--- config.mk ---
export PLATFORM = sky130hd
export DESIGN_NAME = signed_integer_radix_formatter
export DESIGN_NICKNAME = d
export VERILOG_FILES = /design/src/rtl/core/sirf_pkg.sv /design/src/rtl/core/sirf_cfg_regs.sv /design/src/rtl/core/sirf_alpha_chk.sv /design/src/rtl/core/sirf_div_step.sv /design/src/rtl/core/signed_integer_radix_formatter.sv
export SDC_FILE = /design/constraint.sdc
export NUM_CORES = 1
export LEC_CHECK = 0
export BUFFER_PORTS_ARGS = -buffer_cell sky130_fd_sc_hd__buf_2
export CAP_MARGIN = 20
export CORE_MARGIN = 1.5
export CORE_UTILIZATION = 35
export DETAILED_ROUTE_END_ITERATION = 8
export PLACE_DENSITY = 0.58
export SYNTH_ARGS = -nofsm -noshare
export SYNTH_HDL_FRONTEND = slang
export SYNTH_SLANG_ARGS = --single-unit
--- constraint.sdc ---
create_clock -name clk -period 39.3 [get_ports clk]
set_input_delay 0 -clock clk [delete_from_list [all_inputs] [get_ports clk]]
set_output_delay 0 -clock clk [all_outputs]
set_load 0.01 [all_outputs]
--- src/rtl/core/sirf_pkg.sv ---
// Shared types, constants and helpers for the signed integer radix formatter.
package sirf_pkg;

  localparam int VALUE_W     = 32;
  localparam int SYM_W       = 8;
  localparam int COUNT_W     = 6;
  localparam int ALPHA_SYMS  = 32;
  localparam int ALPHA_W     = ALPHA_SYMS * SYM_W;
  localparam int SYM_IDX_W   = $clog2(ALPHA_SYMS);
  localparam int CFG_ADDR_W  = 6;
  localparam int CFG_DATA_W  = 64;
  localparam int CFG_IDX_W   = 3;

  // Divider retires this many quotient bits per cycle.
  localparam int DIV_BITS    = 8;
  localparam int DIV_STEPS   = VALUE_W / DIV_BITS;
  localparam int STEP_W      = $clog2(DIV_STEPS);

  localparam int DEF_MAX_SYMBOLS = 32;
  localparam int DEF_DIGIT_SLOTS = 32;

  localparam logic [SYM_W-1:0]   CHAR_MINUS = 8'h2D;
  localparam logic [SYM_W-1:0]   CHAR_PLUS  = 8'h2B;
  localparam logic [SYM_W-1:0]   CHAR_LO    = 8'd32;
  localparam logic [SYM_W-1:0]   CHAR_HI    = 8'd126;
  localparam logic [COUNT_W-1:0] MIN_RADIX  = 6'd2;

  // Register indexes
  localparam logic [CFG_IDX_W-1:0] REG_SYMBOL_COUNT = 3'd0;
  localparam logic [CFG_IDX_W-1:0] REG_ALPHA_WORD0  = 3'd1;
  localparam logic [CFG_IDX_W-1:0] REG_ALPHA_WORD1  = 3'd2;
  localparam logic [CFG_IDX_W-1:0] REG_ALPHA_WORD2  = 3'd3;
  localparam logic [CFG_IDX_W-1:0] REG_ALPHA_WORD3  = 3'd4;

  typedef struct packed {
    logic [COUNT_W-1:0] count;
    logic [ALPHA_W-1:0] alpha;
  } sirf_cfg_t;

  typedef struct packed {
    logic cnt_ok;
    logic sym_bad;
  } sirf_chk_t;

  function automatic logic [SYM_W-1:0] sym_at(input logic [ALPHA_W-1:0] alpha,
                                               input logic [SYM_IDX_W-1:0] k);
    return alpha[{k, 3'b000} +: SYM_W];
  endfunction

endpackage

--- src/rtl/core/sirf_cfg_regs.sv ---
// APB register file: symbol count and the four alphabet words.
module sirf_cfg_regs (
  input  logic                            clk,
  input  logic                            rst_n,
  input  logic                            psel,
  input  logic                            penable,
  input  logic                            pwrite,
  input  logic [sirf_pkg::CFG_ADDR_W-1:0] paddr,
  input  logic [sirf_pkg::CFG_DATA_W-1:0] pwdata,
  output logic [sirf_pkg::CFG_DATA_W-1:0] prdata,
  output sirf_pkg::sirf_cfg_t             cfg
);

  logic [sirf_pkg::COUNT_W-1:0]    count_r;
  logic [sirf_pkg::CFG_DATA_W-1:0] word_r [4];
  logic [sirf_pkg::CFG_IDX_W-1:0]  idx;
  logic                            wr_en;

  assign idx   = paddr[sirf_pkg::CFG_ADDR_W-1:3];
  assign wr_en = psel && penable && pwrite;

  always_ff @(posedge clk) begin
    if (!rst_n) begin
      count_r <= '0;
      for (int i = 0; i < 4; i++) word_r[i] <= '0;
    end else if (wr_en) begin
      unique case (idx)
        sirf_pkg::REG_SYMBOL_COUNT: count_r   <= pwdata[sirf_pkg::COUNT_W-1:0];
        sirf_pkg::REG_ALPHA_WORD0:  word_r[0] <= pwdata;
        sirf_pkg::REG_ALPHA_WORD1:  word_r[1] <= pwdata;
        sirf_pkg::REG_ALPHA_WORD2:  word_r[2] <= pwdata;
        sirf_pkg::REG_ALPHA_WORD3:  word_r[3] <= pwdata;
        default: ;
      endcase
    end
  end

  always_comb begin
    unique case (idx)
      sirf_pkg::REG_SYMBOL_COUNT:
        prdata = {{(sirf_pkg::CFG_DATA_W-sirf_pkg::COUNT_W){1'b0}}, count_r};
      sirf_pkg::REG_ALPHA_WORD0: prdata = word_r[0];
      sirf_pkg::REG_ALPHA_WORD1: prdata = word_r[1];
      sirf_pkg::REG_ALPHA_WORD2: prdata = word_r[2];
      sirf_pkg::REG_ALPHA_WORD3: prdata = word_r[3];
      default:                   prdata = '0;
    endcase
  end

  assign cfg.count = count_r;
  assign cfg.alpha = {word_r[3], word_r[2], word_r[1], word_r[0]};

endmodule

--- src/rtl/core/sirf_alpha_chk.sv ---
// Alphabet check for one symbol: legal byte, no later duplicate; plus count range.
module sirf_alpha_chk #(
  parameter int MaxSymbols = sirf_pkg::DEF_MAX_SYMBOLS
) (
  input  sirf_pkg::sirf_cfg_t             cfg,
  input  logic [$clog2(MaxSymbols)-1:0]   idx,
  output sirf_pkg::sirf_chk_t             chk
);

  logic [sirf_pkg::SYM_W-1:0] cur;
  logic                       dup;

  assign cur = sirf_pkg::sym_at(cfg.alpha, sirf_pkg::SYM_IDX_W'(idx));

  always_comb begin
    dup = 1'b0;
    for (int b = 0; b < MaxSymbols; b++) begin
      if (sirf_pkg::COUNT_W'(b) > sirf_pkg::COUNT_W'(idx) &&
          sirf_pkg::COUNT_W'(b) < cfg.count &&
          sirf_pkg::sym_at(cfg.alpha, sirf_pkg::SYM_IDX_W'(b)) == cur)
        dup = 1'b1;
    end
  end

  assign chk.sym_bad = dup || cur == sirf_pkg::CHAR_MINUS || cur == sirf_pkg::CHAR_PLUS ||
                       cur < sirf_pkg::CHAR_LO || cur > sirf_pkg::CHAR_HI;
  assign chk.cnt_ok  = cfg.count >= sirf_pkg::MIN_RADIX &&
                       cfg.count <= sirf_pkg::COUNT_W'(MaxSymbols);

endmodule

--- src/rtl/core/sirf_div_step.sv ---
// Restoring divide by the radix, DIV_BITS quotient bits per use.
module sirf_div_step (
  input  logic [sirf_pkg::COUNT_W-1:0]  rem_in,
  input  logic [sirf_pkg::DIV_BITS-1:0] bits_in,
  input  logic [sirf_pkg::COUNT_W-1:0]  radix,
  output logic [sirf_pkg::COUNT_W-1:0]  rem_out,
  output logic [sirf_pkg::DIV_BITS-1:0] quot
);

  always_comb begin
    logic [sirf_pkg::COUNT_W:0] r;
    r = {1'b0, rem_in};
    for (int i = sirf_pkg::DIV_BITS - 1; i >= 0; i--) begin
      r = {r[sirf_pkg::COUNT_W-1:0], bits_in[i]};
      if (r >= {1'b0, radix}) begin
        r       = r - {1'b0, radix};
        quot[i] = 1'b1;
      end else begin
        quot[i] = 1'b0;
      end
    end
    rem_out = r[sirf_pkg::COUNT_W-1:0];
  end

endmodule

--- src/rtl/core/signed_integer_radix_formatter.sv ---
// Top level: signed 32-bit integer to text in a configured radix and alphabet.
//
// in_*  : one word per value, in_tdata = value (two's complement).
// out_* : one word per symbol, most significant first, '-' first for negatives;
//         out_tlast marks the final symbol of a value. An invalid alphabet
//         or symbol count yields no words for that value.
// cfg_* : APB, 64-bit data, register i at byte address 8*i, pready always high.
// Per value: an accept step, a check of each of the symbol_count symbols (one
// symbol a cycle through the alphabet checker), then each digit in the shared
// 8-bit-per-cycle divider, a step to prime the digit buffer read, then one
// symbol per cycle while the receiver is ready.
// in_tready is high only while idle; the final symbol may still sit in the
// output register while the next value is taken. A stalled receiver holds the
// output register and pauses symbol emission. Reset clears the config registers
// to 0, the sequencer to idle and drops out_tvalid.
module signed_integer_radix_formatter #(
  parameter int MaxSymbols = sirf_pkg::DEF_MAX_SYMBOLS,
  parameter int DigitSlots = sirf_pkg::DEF_DIGIT_SLOTS
) (
  input  logic                            clk,
  input  logic                            rst_n,
  input  logic                            in_tvalid,
  output logic                            in_tready,
  input  logic [sirf_pkg::VALUE_W-1:0]    in_tdata,    // [31:0] value
  output logic                            out_tvalid,
  input  logic                            out_tready,
  output logic [sirf_pkg::SYM_W-1:0]      out_tdata,   // [7:0] symbol
  output logic                            out_tlast,   // last
  input  logic                            cfg_psel,
  input  logic                            cfg_penable,
  input  logic                            cfg_pwrite,
  input  logic [sirf_pkg::CFG_ADDR_W-1:0] cfg_paddr,
  input  logic [sirf_pkg::CFG_DATA_W-1:0] cfg_pwdata,
  output logic [sirf_pkg::CFG_DATA_W-1:0] cfg_prdata,
  output logic                            cfg_pready
);

  localparam int DIG_W  = $clog2(MaxSymbols);
  localparam int SLOT_W = $clog2(DigitSlots);
  localparam int CNT_W  = $clog2(DigitSlots + 1);

  typedef enum logic [2:0] {ST_IDLE, ST_CHECK, ST_DIV, ST_PREP, ST_EMIT} state_t;

  sirf_pkg::sirf_cfg_t cfg;
  sirf_pkg::sirf_chk_t chk;

  state_t                          state_r;
  logic [DIG_W-1:0]                chk_idx_r;
  logic [sirf_pkg::VALUE_W-1:0]    mag_r;
  logic [sirf_pkg::COUNT_W-1:0]    rem_r;
  logic [sirf_pkg::STEP_W-1:0]     step_r;
  logic [CNT_W-1:0]                nd_r;
  logic [CNT_W-1:0]                cnt_r;
  logic                            sign_r;
  logic                            out_tvalid_r;
  logic [sirf_pkg::SYM_W-1:0]      out_sym_r;
  logic                            out_last_r;

  logic [DIG_W-1:0]                digits_r [DigitSlots];
  logic [DIG_W-1:0]                rd_r;
  logic [SLOT_W-1:0]               rd_addr;

  logic [sirf_pkg::COUNT_W-1:0]    rem_out;
  logic [sirf_pkg::DIV_BITS-1:0]   quot;
  logic [sirf_pkg::VALUE_W-1:0]    mag_shift;
  logic [CNT_W-1:0]                nd_inc;
  logic                            digit_done;
  logic                            load;
  logic                            in_fire;

  sirf_cfg_regs u_regs (
    .clk     (clk),
    .rst_n   (rst_n),
    .psel    (cfg_psel),
    .penable (cfg_penable),
    .pwrite  (cfg_pwrite),
    .paddr   (cfg_paddr),
    .pwdata  (cfg_pwdata),
    .prdata  (cfg_prdata),
    .cfg     (cfg)
  );

  sirf_alpha_chk #(.MaxSymbols(MaxSymbols)) u_chk (
    .cfg (cfg),
    .idx (chk_idx_r),
    .chk (chk)
  );

  sirf_div_step u_div (
    .rem_in  (rem_r),
    .bits_in (mag_r[sirf_pkg::VALUE_W-1 -: sirf_pkg::DIV_BITS]),
    .radix   (cfg.count),
    .rem_out (rem_out),
    .quot    (quot)
  );

  assign cfg_pready = 1'b1;
  assign in_tready  = state_r == ST_IDLE;
  assign in_fire    = in_tvalid && in_tready;
  assign out_tvalid = out_tvalid_r;
  assign out_tdata  = out_sym_r;
  assign out_tlast  = out_last_r;

  assign mag_shift  = {mag_r[sirf_pkg::VALUE_W-sirf_pkg::DIV_BITS-1:0], quot};
  assign nd_inc     = nd_r + CNT_W'(1);
  assign digit_done = step_r == sirf_pkg::STEP_W'(sirf_pkg::DIV_STEPS - 1);
  assign load       = !out_tvalid_r || out_tready;

  // Digits come out in reverse; prefetch the next one when a digit is consumed.
  always_comb begin
    if (state_r == ST_EMIT && load && !sign_r) rd_addr = SLOT_W'(cnt_r - CNT_W'(2));
    else                                       rd_addr = SLOT_W'(cnt_r - CNT_W'(1));
  end

  always_ff @(posedge clk) begin
    if (state_r == ST_DIV && digit_done) digits_r[nd_r[SLOT_W-1:0]] <= rem_out[DIG_W-1:0];
    rd_r <= digits_r[rd_addr];
  end

  always_ff @(posedge clk) begin
    if (!rst_n) begin
      state_r      <= ST_IDLE;
      out_tvalid_r <= 1'b0;
    end else begin
      if (state_r == ST_EMIT && load) out_tvalid_r <= 1'b1;
      else if (out_tready)            out_tvalid_r <= 1'b0;
      unique case (state_r)
        ST_IDLE: begin
          if (in_fire) begin
            sign_r    <= in_tdata[sirf_pkg::VALUE_W-1];
            mag_r     <= in_tdata[sirf_pkg::VALUE_W-1] ?
                         (~in_tdata + sirf_pkg::VALUE_W'(1)) : in_tdata;
            chk_idx_r <= '0;
            state_r   <= ST_CHECK;
          end
        end
        ST_CHECK: begin
          if (!chk.cnt_ok || chk.sym_bad) begin
            state_r <= ST_IDLE;
          end else if (sirf_pkg::COUNT_W'(chk_idx_r) == cfg.count - sirf_pkg::COUNT_W'(1)) begin
            rem_r   <= '0;
            step_r  <= '0;
            nd_r    <= '0;
            state_r <= ST_DIV;
          end else begin
            chk_idx_r <= chk_idx_r + DIG_W'(1);
          end
        end
        ST_DIV: begin
          mag_r  <= mag_shift;
          rem_r  <= digit_done ? '0 : rem_out;
          step_r <= step_r + sirf_pkg::STEP_W'(1);
          if (digit_done) begin
            nd_r  <= nd_inc;
            if (mag_shift == '0 || nd_inc == CNT_W'(DigitSlots)) begin
              cnt_r   <= nd_inc;
              state_r <= ST_PREP;
            end
          end
        end
        ST_PREP: state_r <= ST_EMIT;
        ST_EMIT: begin
          if (load) begin
            if (sign_r) begin
              out_sym_r  <= sirf_pkg::CHAR_MINUS;
              out_last_r <= 1'b0;
              sign_r     <= 1'b0;
            end else begin
              out_sym_r  <= sirf_pkg::sym_at(cfg.alpha, sirf_pkg::SYM_IDX_W'(rd_r));
              out_last_r <= cnt_r == CNT_W'(1);
              cnt_r      <= cnt_r - CNT_W'(1);
              if (cnt_r == CNT_W'(1)) state_r <= ST_IDLE;
            end
          end
        end
        default: state_r <= ST_IDLE;
      endcase
    end
  end

  a_busy_after_accept: assert property (@(posedge clk) disable iff (!rst_n)
    in_fire |=> !in_tready)
    else $error("input taken while a value is in progress");

  a_emit_has_digits: assert property (@(posedge clk) disable iff (!rst_n)
    state_r == ST_EMIT |-> cnt_r != '0)
    else $error("emitting with no digits left");

  a_digit_count_bound: assert property (@(posedge clk) disable iff (!rst_n)
    state_r == ST_DIV |-> nd_r < CNT_W'(DigitSlots))
    else $error("digit buffer overrun");

  a_rem_cleared: assert property (@(posedge clk) disable iff (!rst_n)
    (state_r == ST_DIV && step_r == '0) |-> rem_r == '0)
    else $error("divider remainder not cleared at digit start");

endmodule
# Word level (Yosys, flattened, before mapping)
# Memory sizes are Yosys's and may differ from the RTL's. A register that Yosys moved wholly into a read port is not among the register bits.
# Index checks and enable logic that the tools add are counted.
# word_totals
ff_bits	77
mem_bits_rw	416
output_inout_bits	76
wordCells	369
memories	2
# memory_table
memory	words	word_bits	read_ports	rd_clocked_by_memory_dff	wr	line_no	text
u_regs.word_r	4	64	4	0	4	sirf_cfg_regs.sv:15	logic [sirf_pkg::CFG_DATA_W-1:0] word_r [4];
digits_r	32	5	1	1	1	signed_integer_radix_formatter.sv:59	logic [DIG_W-1:0] digits_r [DigitSlots];
# op_classes
n_addsub	15
n_lt_le_gt_ge	74
eq_ne	55
n_shift	2
muxes	107
bitwise	5
reduce_logical	97
# ops
cell	n
$shiftx 256x9->8	2
$pmux 64 s5	1
$mux 64	4
$eq 8x8->1	31
$lt 5x6->1 const A	16
$mux 6	16
$gt 5x5->1 const A	16
$logic_and 1x1->1	69
$mux 32	2
$pmux 32 s2	1
$mux 1	62
$ge 7x6->1	8
$lt 4x6->1 const A	8
$sub 6x6->6	8
$gt 4x5->1 const A	8
$pmux 6 s2	3
$add 32x1->32 const B	1
$logic_not 32->1	1
$not 32->32	1
$lt 3x6->1 const A	4
$mux 3	8
$gt 3x5->1 const A	4
$mux 5	4
$eq 8x6->1 const B	2
39 further kinds	75

# Logic depth before layout (Yosys ltp)
# An unclocked memory read counts as a cell.
# logic_depth
depth_word	42
depth_mapped	84

# By module
# From an unflattened synthesis, not the netlist that was laid out.
# hier_totals
cells_unflattened	3089
hier_area_um2	35375.2
# modules_own_cells
mod	n_inst	cells_per_inst	area_per_inst_um2	seq_area_each_um2
signed_integer_radix_formatter	1	1041	14114.8	6996.7
sirf_cfg_regs	1	822	11617.4	7807.5
sirf_alpha_chk	1	875	6910.4	0.0
sirf_div_step	1	351	2732.6	0.0

# Worst setup path before layout
# Ideal clock, no wire load.
# synth_path
path_type	register -> register
from	register u_regs.count_r[1] (netlist name)
to	register rem_r[0] (netlist name) (data pin)
setup_ps	161
arrival_time_ps	16787
required_time_ps	39139
slack_ps	22352
stages_incl_launch_ff	80
path_buffers	4
path_cell_list	dfxtp_1 > clkbuf_1 > inv_1 > ha_1 > nand2b_1 > a211oi_2 > nor3_1 > mux2i_1 > inv_1 > ha_1 > and3_1 > a31oi_1 > a31oi_1 > a211oi_2 > buf_6 > nor2_1 > a21o_1 > ha_1 > [44 not listed] > a21o_1 > a21oi_1 > o21ai_0 > a21o_1 > inv_1 > o311a_1 > o21ai_4 > mux2i_1 > ha_1 > a21o_1 > a21o_1 > a21o_1 > a21oi_1 > o21ai_0 > a21o_1 > a221oi_4 > mux2i_1 > nor3b_1
# synth_between
elab_chain_cells	18
elab_cells_between_ends	25
cone_classes	7 x add/sub; 8 x order compare; 10 x mux
# synth_lines
item	line_no	text
start, declared	sirf_cfg_regs.sv:14	logic [sirf_pkg::COUNT_W-1:0] count_r;
start signal, assigned	sirf_cfg_regs.sv:28	sirf_pkg::REG_SYMBOL_COUNT: count_r <= pwdata[sirf_pkg::COUNT_W-1:0];
$sub 6x6->6 or $ge 7x6->1 (tied branches)	sirf_div_step.sv:16, sirf_div_step.sv:15	
$mux 6	sirf_div_step.sv:15	if (r >= {1'b0, radix}) begin
$sub 6x6->6 or $ge 7x6->1 (tied branches)	sirf_div_step.sv:16, sirf_div_step.sv:15	
$mux 6	sirf_div_step.sv:15	
$sub 6x6->6 or $ge 7x6->1 (tied branches)	sirf_div_step.sv:16, sirf_div_step.sv:15	
$mux 6	sirf_div_step.sv:15	
$sub 6x6->6 or $ge 7x6->1 (tied branches)	sirf_div_step.sv:16, sirf_div_step.sv:15	
$mux 6	sirf_div_step.sv:15	
[3 not listed]	--	
$mux 6	sirf_div_step.sv:15	
$sub 6x6->6 or $ge 7x6->1 (tied branches)	sirf_div_step.sv:16, sirf_div_step.sv:15	
$mux 6	sirf_div_step.sv:15	
$ge 7x6->1 *	sirf_div_step.sv:15	
$mux 6 *	sirf_div_step.sv:15	
net rem_out (one bit)	signed_integer_radix_formatter.sv:63	logic [sirf_pkg::COUNT_W-1:0] rem_out;
$mux 6 *	signed_integer_radix_formatter.sv:151	rem_r <= digit_done ? '0 : rem_out;
$pmux 6 s2 *	signed_integer_radix_formatter.sv:127	unique case (state_r)
end signal, assigned	signed_integer_radix_formatter.sv:151	
end, declared	signed_integer_radix_formatter.sv:50	logic [sirf_pkg::COUNT_W-1:0] rem_r;
# The timed path passes the listed nets; every way through them passes the cells marked *.
# A chain may end at the register's enable or synchronous reset.

# Worst setup path in the final report
# layout_path
from	register u_regs.count_r[2] (netlist name)
to	register cnt_r[5] (enable)
# layout_between
elab_chain_cells	20
elab_cells_between_ends	34
cone_classes	7 x add/sub; 8 x order compare; 1 x eq/ne; 15 x mux; 3 x reduce/logical
# layout_lines
item	line_no	text
$sub 6x6->6 or $ge 7x6->1 (tied branches)	sirf_div_step.sv:16, sirf_div_step.sv:15	
$mux 6	sirf_div_step.sv:15	
$sub 6x6->6 or $ge 7x6->1 (tied branches)	sirf_div_step.sv:16, sirf_div_step.sv:15	
$mux 6	sirf_div_step.sv:15	
$sub 6x6->6 or $ge 7x6->1 (tied branches)	sirf_div_step.sv:16, sirf_div_step.sv:15	
$mux 6	sirf_div_step.sv:15	
$sub 6x6->6 or $ge 7x6->1 (tied branches)	sirf_div_step.sv:16, sirf_div_step.sv:15	
$mux 6	sirf_div_step.sv:15	
[4 not listed]	--	
$sub 6x6->6 or $ge 7x6->1 (tied branches)	sirf_div_step.sv:16, sirf_div_step.sv:15	
$mux 6	sirf_div_step.sv:15	
$ge 7x6->1	sirf_div_step.sv:15	
$mux 1	sirf_div_step.sv:15	
$logic_not 32->1 *	signed_integer_radix_formatter.sv:155	if (mag_shift == '0 || nd_inc == CNT_W'(DigitSlots)) begin
$logic_or 1x1->1 *	signed_integer_radix_formatter.sv:155	
$ne 2x1->1 (no line) *	--	
$reduce_and 6->1 (no line) *	--	
end signal, assigned	signed_integer_radix_formatter.sv:156	cnt_r <= nd_inc;
end signal, assigned	signed_integer_radix_formatter.sv:171	cnt_r <= cnt_r - CNT_W'(1);
end, declared	signed_integer_radix_formatter.sv:53	logic [CNT_W-1:0] cnt_r;
# Every way passes the cells marked *; elsewhere a longest branch is shown, timed or not.

==> impl_results.md <==
* ANT nets after route at 0
* Hold Path Cell Cnt at 3
* GRT Total Usage at 0.232
* R2r setup slk at 19.10 ns
* Number of iterations in the first detailed-routing pass at 6
* Reg-to-Reg Start: u_regs.count_r[2]$_SDFFE_PN0P_
* Unrepaired setup endpoints after global routing: false
* Max clock buf depth at 3
* Layout area overhead at 16.9%
* # rows at 110
* Hold Crit Class: primary input to flop
* CP max stage cell: a311oi_1
* Most frequent cells in the layout: edfxtp_1, and2_1, buf_2
* Vias at 23,752
* Slowest Stage Delay on Critical Path at 0.85 ns
* CORE AREA at 90,100 um^2
* Endpoints failing setup at 0
* First-pass GRT wire length at 160 mm
* Worst slack at placement at 19.24 ns
* Largest family of logic cells by synthesized area: multiplexers
* Initial antenna violation count at 13
* Hold_buf cts at 122
* Total setup buffers inserted after CTS at 0
* Nets at 3,110
* CTS resizes at 0
* Via count of the first global-routing pass at 23,582
* Peak supply drop at 0.232 mV
* Adder-cell share of the synthesized area at 0.0305
* Syn Area/Cell at 11.8 um^2
* Fmax at 49.5 MHz
* CP Data Required Time at 39.59 ns
* Max-slew headroom at 0.225
* Fin util at 0.413
* Later-pin clock latency in the skew report at 0.66 ns
* Power Density at 74.9 nW/um^2
* Synthesized Nets at 2,877
* Synth warnings at 0
* Netlist cell types at 80
* Post-synthesis xor/xnor area fraction at 0.0871
* WL final at 110 mm
* DIE WIDTH at 305 um
* Endpoints failing hold at 0
* Vias/cell at 5.72
* Hpwl dp at 76.8 mm
* Max-cap violation count at 0
* Die Height at 305 um
* CTS clk-pin slew, worst paths at 0.06 ns
* Worst Clk Skew at 0.0374 ns
* CTS Buf Count at 56
* CP endpoint kind: flop
* R2R depth at 79
* Most used cell, CP: o21ai_0
* Worst EP arrival at 20.48 ns
* Sequential-to-total area share from yosys stat at 0.464
* EDFF count, synth at 483
* Fin crit share at 0.514
* Total grt overflow at 0
* I/O pin total at 185
* Clk sink count at 498
* Final Critical Period at 20.20 ns
* GPL Wtd Cong at 0.942
* Die area at 92,900 um^2
* 1st-iter DRT viols at 2,478
* Port buffer count at 180
* Largest net degree at the start of global routing at 65
* Top_reg_cell synth: edfxtp_1
* Clock root buffer: clkbuf_16
* Gate Count Post-Synth at 2,695
* Worst Max-Slew Pin Slew at 1.16 ns
* RR Endpoint: cnt_r[5]$_DFFE_PP_
* Layout cells sized above 1 at 0.183
* Startpoint types: flop
* Initial core utilization at 0.354
* Hold slack at 0.177 ns
* Leading cell type in the layout, fill and taps excluded: edfxtp_1
* Fin worst setup slack at 19.10 ns
* Routed len/inst at 26.5 um
* Status: finished, final reports clean
* Mapped cell area at 31,900 um^2
* Hold_sp: cfg_pwdata[52]
* DRC errors left at 0
* Mux share of post-synthesis cell area at 0.156
* Synth Area in Simple Gates at 0.131
* Count of pins over their slew limit at 0
* Crit Path Category: flop to flop
* CTS tree: yes
* Total power at 2.79 mW
* Crit Path Max Fanout at 17
* Hold EP: u_regs.word_r[0][52]$_SDFFCE_PN0P_
* Async set or reset register ratio after synthesis at 0
* Lkg Pwr at 13.5 nW
* Final TNS setup at 0 ns
* Compound-Gate Fraction of Synth Area at 0.100
* H-tree Lvls at 2
* Synthesized flop and latch total at 498
==> sequential cells by signal (all words and copies together) (netlist names) <==
| register | flops |
|---|---|
| u_regs.count_r | 6 |
| out_tdata | 8 |
| rd_r | 5 |
| state_r | 3 |
| mag_r | 32 |
| nd_r | 6 |
| u_regs.word_r | 256 |
| rem_r | 6 |
| out_tlast | 1 |
| step_r | 2 |
| out_tvalid | 1 |
| digits_r | 160 |
| cnt_r | 6 |
| chk_idx_r | 5 |
| sign_r | 1 |
==> power breakdown <==
group | internal, mW | switching (mW) | total (mW)
Clock | 0.319 | 0.226 | 0.546
Sequential | 1.05 | 0.0287 | 1.08
Combinational | 0.366 | 0.804 | 1.17
Total | 1.73 | 1.06 | 2.79
==> routing by layer <==
metal / vias to the layer above / share of wire / GRT usage
met5: - / 0.00083 / 0
met4: 16 / 0.038 / 0.0862
met3: 228 / 0.084 / 0.0468
met2: 1086 / 0.47 / 0.378
met1: 11766 / 0.41 / 0.305
li1: 10656 / - / -
==> metrics by stage <==
| step | instances | cell area [um^2] |
|---|---|---|
| 2_1_floorplan | 2695 | 31900 |
| 3_3_place_gp | 3919 | 34000 |
| 3_5_place_dp | 3919 | 34000 |
| 4_1_cts | 4146 | 37200 |
| 5_1_grt | 4153 | 37300 |
| 6_report | 4153 | 37300 |
==> worst max-delay path by stage <==
stage,cells past startpoint,to,from,slack (ns)
2_1_floorplan,79,rem_r[0]$_SDFFCE_PN0P_,u_regs.count_r[1]$_SDFFE_PN0P_,22.35
3_5_place_dp,79,cnt_r[3]$_DFFE_PP_,u_regs.count_r[2]$_SDFFE_PN0P_,19.24
5_1_grt,79,cnt_r[5]$_DFFE_PP_,u_regs.count_r[2]$_SDFFE_PN0P_,17.28
6_report,79,cnt_r[5]$_DFFE_PP_,u_regs.count_r[2]$_SDFFE_PN0P_,19.10
4_1_cts,79,cnt_r[5]$_DFFE_PP_,u_regs.count_r[2]$_SDFFE_PN0P_,19.16
3_3_place_gp,79,cnt_r[3]$_DFFE_PP_,u_regs.count_r[2]$_SDFFE_PN0P_,19.45
==> cell usage after synthesis (all sizes together), types with 7 or more instances <==
cell type  count  area [um^2]
a211oi         9         87.6
a21o          17          128
a21oi         59          295
a22oi        130          976
a31oi         10         62.6
and2         264         1650
and3          11         68.8
buf           66          330
clkbuf       115          432
dfxtp         15          300
edfxtp       483        14500
fa             8          160
ha            65          813
inv           60          225
mux2          42          484
mux2i        136         1380
mux4         138         3110
nand2        165          619
nand2b        13         81.3
nand3         24          120
nand4         46          288
nor2         112          420
nor2b         27          169
nor3          24          120
nor4          41          257
o2111ai        7         61.3
o211ai        10         75.1
o21ai        111          578
o22ai         56          350
o31ai          9         67.6
or3           10         67.6
or4           12         90.1
xnor2        151         1320
xor2         166         1450
==> worst max-delay path, delay by kind of cell (launching register included) <==
kind / cells / cell delay, ns
mux: 4 / 1.36
compound gates: 46 / 11.46
buf+inv: 8 / 1.19
fa+ha+maj: 8 / 2.27
simple gates: 13 / 3.20
flops: 1 / 0.29
==> kinds of logic (layout without fill, tap and decap cells) <==
kind of cell	after synthesis	count (layout)
buffers and inverters	243	523
other	1	3
flip-flops	498	498
multiplexers	316	316
AND/OR/NAND/NOR	775	775
XOR/XNOR	317	317
AO/OA/AOI/OAI	472	472
adder cells (fa/ha/maj)	73	73
==> layout make-up <==
type	instances	area [um^2]
fillers	8540	52900
multi-input cells	1954	16200
flip-flops and latches	498	14800
repair buffers	356	2590
well taps	1176	1470
clock buffers	64	1450
clock inverters	41	453
inverters	62	233
diodes	2	5.00
Note: power is estimated with default switching activity, not from simulation.
